<file path="config.mk">
export PLATFORM = sky130hd
export DESIGN_NAME = chti_ctrl
export DESIGN_NICKNAME = d
export VERILOG_FILES = /design/src/chti_pkg.sv /design/src/chti_ctrl.sv
export SDC_FILE = /design/constraint.sdc
export NUM_CORES = 1
export LEC_CHECK = 0
export BUFFER_PORTS_ARGS = -buffer_cell sky130_fd_sc_hd__buf_2
export CORE_AREA = 3 3 40 42
export DETAILED_ROUTE_END_ITERATION = 12
export DIE_AREA = 0 0 43 45
export GPL_ROUTABILITY_DRIVEN = 0
export RECOVER_POWER = 25
export SKIP_LAST_GASP = 1
export SYNTH_ARGS = -nofsm -noshare
export SYNTH_HDL_FRONTEND = slang
export SYNTH_SLANG_ARGS = --single-unit
</file>
<file path="constraint.sdc">
create_clock -name i_clk -period 2.9 [get_ports i_clk]
set_input_delay 0.87 -clock i_clk [delete_from_list [all_inputs] [get_ports i_clk]]
set_output_delay 0.87 -clock i_clk [all_outputs]
set_load 0.02 [all_outputs]
</file>
<file path="src/chti_pkg.sv">
// chained hash table package: sizes, pointer types, controller/datapath interface
// no dependencies
`timescale 1ns / 1ps

package chti_pkg;
    localparam int MaxBuckets = 64;
    localparam int MaxNodes   = 256;
    localparam int DataWidth  = 64;
    localparam int KeyWidth   = 64;
    localparam int PtrWidth   = 9;
    localparam int BktWidth   = 6;
    localparam int CntWidth   = 9;

    localparam logic [PtrWidth-1:0] NullIdx = PtrWidth'(MaxNodes);

    localparam logic CmdInsert = 1'b0;
    localparam logic CmdRemove = 1'b1;

    localparam logic RegBucketCount = 1'b0;
    localparam logic RegNodeLimit   = 1'b1;

    typedef logic [PtrWidth-1:0] t_ptr;

    // controller to datapath
    typedef struct packed {
        logic load;       // capture item, start modulo
        logic mod_step;   // one restoring step of the modulo
        logic head_rd;    // register bucket head
        logic alloc;      // insert: write node, link head
        logic node_rd;    // remove: read node at cursor
        logic advance;    // remove: move cursor along chain
        logic unlink;     // remove: unlink matched node
        logic free_push;  // remove: push unlinked node on free list
        logic respond;    // load result register
        logic resp_ok;
    } t_cmd;

    // datapath to controller
    typedef struct packed {
        logic is_remove;
        logic mod_done;
        logic can_alloc;
        logic cur_null;
        logic key_match;
        logic walk_limit;
    } t_status;
endpackage

</file>
<file path="src/chti_ctrl.sv">
// chained hash table controller: sequences modulo, insert and chain walk
// depends on chti_pkg
`timescale 1ns / 1ps

module chti_ctrl import chti_pkg::*; (
    input  logic    i_clk,
    input  logic    i_rst_n,
    input  logic    i_in_valid,
    output logic    o_in_ready,
    output logic    o_out_valid,
    input  logic    i_out_ready,
    input  t_status i_status,
    output t_cmd    o_cmd
);
    typedef enum logic [2:0] {
        S_IDLE, S_MOD, S_HEAD, S_DISPATCH, S_READ, S_CHECK, S_FREE, S_DONE
    } t_state;

    t_state r_state;
    logic   r_out_valid;
    logic   r_ok;
    logic   w_out_free;

    assign w_out_free  = !r_out_valid || i_out_ready;
    assign o_in_ready  = (r_state == S_IDLE);
    assign o_out_valid = r_out_valid;

    always_comb begin
        o_cmd = '0;
        case (r_state)
            S_IDLE:     o_cmd.load = i_in_valid;
            S_MOD:      o_cmd.mod_step = !i_status.mod_done;
            S_HEAD:     o_cmd.head_rd = 1'b1;
            S_DISPATCH: o_cmd.alloc = !i_status.is_remove && i_status.can_alloc;
            S_READ:     o_cmd.node_rd = !i_status.cur_null && !i_status.walk_limit;
            S_CHECK: begin
                o_cmd.unlink  = i_status.key_match;
                o_cmd.advance = !i_status.key_match;
            end
            S_FREE:     o_cmd.free_push = 1'b1;
            S_DONE: begin
                o_cmd.respond = w_out_free;
                o_cmd.resp_ok = r_ok;
            end
            default:    o_cmd = '0;
        endcase
    end

    always_ff @(posedge i_clk) begin
        if (!i_rst_n) begin
            r_state     <= S_IDLE;
            r_out_valid <= 1'b0;
            r_ok        <= 1'b0;
        end else begin
            if (r_out_valid && i_out_ready) r_out_valid <= 1'b0;
            case (r_state)
                S_IDLE:     if (i_in_valid) r_state <= S_MOD;
                S_MOD:      if (i_status.mod_done) r_state <= S_HEAD;
                S_HEAD:     r_state <= S_DISPATCH;
                S_DISPATCH: begin
                    if (i_status.is_remove) begin
                        r_state <= S_READ;
                    end else begin
                        r_ok    <= i_status.can_alloc;
                        r_state <= S_DONE;
                    end
                end
                S_READ: begin
                    if (i_status.cur_null || i_status.walk_limit) begin
                        r_ok    <= 1'b0;
                        r_state <= S_DONE;
                    end else begin
                        r_state <= S_CHECK;
                    end
                end
                S_CHECK: begin
                    if (i_status.key_match) begin
                        r_ok    <= 1'b1;
                        r_state <= S_FREE;
                    end else begin
                        r_state <= S_READ;
                    end
                end
                S_FREE:     r_state <= S_DONE;
                S_DONE: begin
                    if (w_out_free) begin
                        r_out_valid <= 1'b1;
                        r_state     <= S_IDLE;
                    end
                end
                default:    r_state <= S_IDLE;
            endcase
        end
    end
endmodule

</file>
[After elaboration in Yosys (flattened, before gate mapping)]
Cells that the tools add are included.
Storage, ports and cells
  output and inout bits: 12
  bits of input ports: 10
  bits in registers: 5
Cells by class
  reduce and logical (&&, ||, !) cells: 15
  equality and inequality tests: 13
  muxes and demuxes: 22
Operator list (number)
  $pmux 3 s8: 1
  $eq 3x3->1 const B: 4
  $mux 1: 12
  $ne 2x2->1 const B: 6
  $mux 2: 5
  $mux 3: 3
  $eq 3x2->1 const B: 2
  $logic_not 1->1: 6
  $reduce_and 4->1: 1
  $eq 3x1->1 const B: 1
  $logic_and 1x1->1: 3
  $logic_not 3->1: 1
  $pmux 1 s3: 1
  $reduce_and 3->1: 1
  $reduce_bool 3->1: 1
  $logic_or 1x1->1: 2

[Longest topological paths before layout]
  depth after elaboration: 4
  mapped depth: 4
  depth with buffers taken out: 3

[Worst setup path after synthesis]
OpenSTA, ideal clock, no wires.
  path kind: input-to-output
  start point: in i_status[0] in the netlist's numbering
  end point: out o_cmd[5] in the netlist's numbering
  cell stages on the path: 2
  arrival time: 1.641 ns
  slack: 0.389 ns
  path through: or2_1 nor3b_1
RTL lines
  from (decl): line chti_ctrl.sv:12  | input t_status i_status,
  to (decl): line chti_ctrl.sv:13  | output t_cmd o_cmd

==> impl_metrics.csv <==
group,metric,value,unit
outcome,status,"completed",
synthesis,netlist_area,375,µm²
critical_path,path_max_fanout,3,
sta,skew,0.00233,ns
critical_path,critical_path_required,2.03,ns
clocking,htree_levels,1,
critical_path,cp.arrival,1.57,ns
cells_and_area,final_core_util,39.7,%
die,die_h,45,µm
critical_path,start_kind,"primary input",
flow_run,maxCapViolations,0,
cells_and_area,fillCellCount,155,
min_path,hold_end,"o_out_valid",
grt,grt_pass1_vias,411,
clocking,clk_pin_slew,0.04,ns
sta,rsz0062_at_grt,"no",
sta,period_share,84.2,%
power_and_ir_drop,power.leakage,0.252,nW
grt,antenna_found_initial,0,
critical_path,crit_top_cell,"buf_2",
routing,routed_wl,929,µm
power_and_ir_drop,power_density,366,mW/mm²
synthesis,synth_edf_count,0,
placement,port_buffers,21,
routing,drc,0,
critical_path,r2r_cells,3,
routing,vias,430,
clocking,clkLatencyLatePin,0.23,ns
synthesis,synth_ff_type,"dfxtp_1",
critical_path,r2r-start,"r_state[0]",
min_path,hold_depth,2,
clocking,cts_buffers,3,
cells_and_area,area.growth.synth_to_final,36.0,%
cells_and_area,ff_latch_area,100,µm²
routing,drtAntennaViolNets,0,
synthesis,yosysSeqAreaShare,26.7,%
routing,drt_iter0_markers,9,
clocking,postCtsSetupBuffers,0,
grt,grt_pass1_wl,1.57,mm
sta,min_period,2.44,ns
sta,worst_pin_slew,0.432,ns
critical_path,cpMaxStageDelayCell,"or2_1",
routing,avgViaCountPerCell,5.00,
critical_path,critPathTopFamily,"simple AND/OR/NAND/NOR gates",
sta,setup_viol,0,
power_and_ir_drop,vdd_drop_max,0.119,mV
critical_path,rr_endpoint,"r_ok",
critical_path,cp_cell_sequence,"buf_2 > or2_1 > nor3b_1 > buf_2",
critical_path,worstSetupEndpointType,"output pin",
routing,firstDrtPassIters,2,
synthesis,synth_seq_cells,5,
min_path,holdCritStartpoint,"o_out_valid",
critical_path,r2r_slack,1.52,ns
sta,fin_tns_setup,0,ns
die,die_area,0.00194,mm²
critical_path,critical_path_class,"primary input to output pin",
synthesis,synth_nets,59,
sta,finalHoldViolations,0,
die,ioPinCount,22,
sta,finalMaxSlewViolations,0,
die,rows,13,
min_path,hp-class,"flop to flop",
die,die_w,43,µm
clocking,clockRootBuffer,"clkbuf_4",
clocking,cts_resized,0,
sta,fmax,409,MHz
synthesis,synth_cells,49,
cells_and_area,final_common_cell,"buf_2",
grt,overflow,0,
cells_and_area,drive_gt1_share,35.2,%
critical_path,path_buf_inv,2,
critical_path,cp_slowest_stage_delay,0.23,ns
die,initial_utilization,29.2,%
clocking,clockBufferDepth,2,
cells_and_area,multi_input_area,245,µm²
grt,grt_usage,10.5,%
synthesis,syn_area_per_cell,7.66,µm²
routing,wire_per_inst,10.8,µm
clocking,ctsHoldBuffers,0,
cells_and_area,layout_common_cells,"buf_2, dfxtp_1, nor2_1",
grt,grt_start_max_net_pins,16,
synthesis,synthArstFlopShare,0,%
clocking,tritoncts,"yes",
clocking,clock-sinks,5,
die,core_area,0.00128,mm²
sta,timing.slew.headroom,71.2,%
synthesis,synth_warnings,0,
placement,hpwl,711,µm
cells_and_area,nNetsFinal,82,
synthesis,ys_types,27,
cells_and_area,antenna_cells,0,
[registers in the layout, indices dropped and copies added, names as in the netlist]
signal       flops
r_state          3
o_out_valid      1
r_ok             1
[power by group]
| group | total [mW] | internal, mW | switching [mW] |
|---|---|---|---|
| clock | 0.0788 | 0.0519 | 0.0269 |
| sequential | 0.0770 | 0.0709 | 0.00609 |
| combinational | 0.0311 | 0.0149 | 0.0163 |
[cell families (layout without fill, tap and decap cells)]
logic type	count (synthesis)	in the layout	share of synthesized area, %
buffers and inverters	7	29	8.00
and+or+nand+nor	25	25	41.7
AOI/OAI and AO/OA	12	12	23.7
DFF	5	5	26.7
[how the worst max path moves through the flow]
stage / startpoint / slack, ns / endpoint / depth (start not counted)
floorplan: i_status[0] / 0.39 / o_cmd[5] / 2
global placement: i_status[5] / 0.46 / o_cmd[6] / 4
detailed placement: i_status[0] / 0.44 / o_cmd[5] / 4
CTS: i_status[0] / 0.44 / o_cmd[5] / 4
global route: i_status[0] / 0.37 / o_cmd[5] / 4
finish: i_status[0] / 0.46 / o_cmd[5] / 4
[per-stage QoR]
| step | power, mW | hold WS (ns) | worst slack [ns] | cell area (µm²) | std cells |
|---|---|---|---|---|---|
| floorplan | 0.0962 | 0.527 | 0.389 | 375 | 49 |
| CTS | 0.191 | 0.555 | 0.440 | 510 | 86 |
| global route | 0.201 | 0.593 | 0.367 | 510 | 86 |
| global placement | 0.109 | 0.532 | 0.460 | 484 | 82 |
| finish | 0.187 | 0.549 | 0.457 | 510 | 86 |
| detailed placement | 0.110 | 0.548 | 0.442 | 484 | 82 |
[routing by layer]
layer	vias to the layer above	share of wire (%)	global-route usage, %
met3	2	5.8	2.39
met1	194	48	13.3
met2	13	45	16.8
li1	221	-	-
met5	-	0	0
met4	0	0.86	5.42
[final cells by class]
type                       instances  area share (%)
timing repair buffer              21            20.6
sequential                         5            19.6
inverter                           4            2.94
tap                               15            3.68
clock buffer                       4            5.15
multi-input combinational         37            48.0
[Yosys cell counts, types with 2 or more instances]
cell / count / share of area, %
and4bb_1: 2 / 6.7
a211o_1: 3 / 7.0
nor3_1: 2 / 2.7
nor2b_1: 2 / 3.3
nor2_1: 4 / 4.0
a31oi_1: 2 / 3.3
nor3b_1: 3 / 6.0
nand2_1: 2 / 2.0
dfxtp_1: 5 / 27
inv_1: 3 / 3.0
buf_2: 3 / 4.0
or3_1: 2 / 3.3
and2_1: 2 / 3.3
[worst reg2reg max path, cell delays in order, from the launching register on]
cell and delay (ns):
dfxtp_1 0.43, or3_1 0.42, a211oi_1 0.21, and4bb_1 0.20
Power figures use the tool's default switching activity.
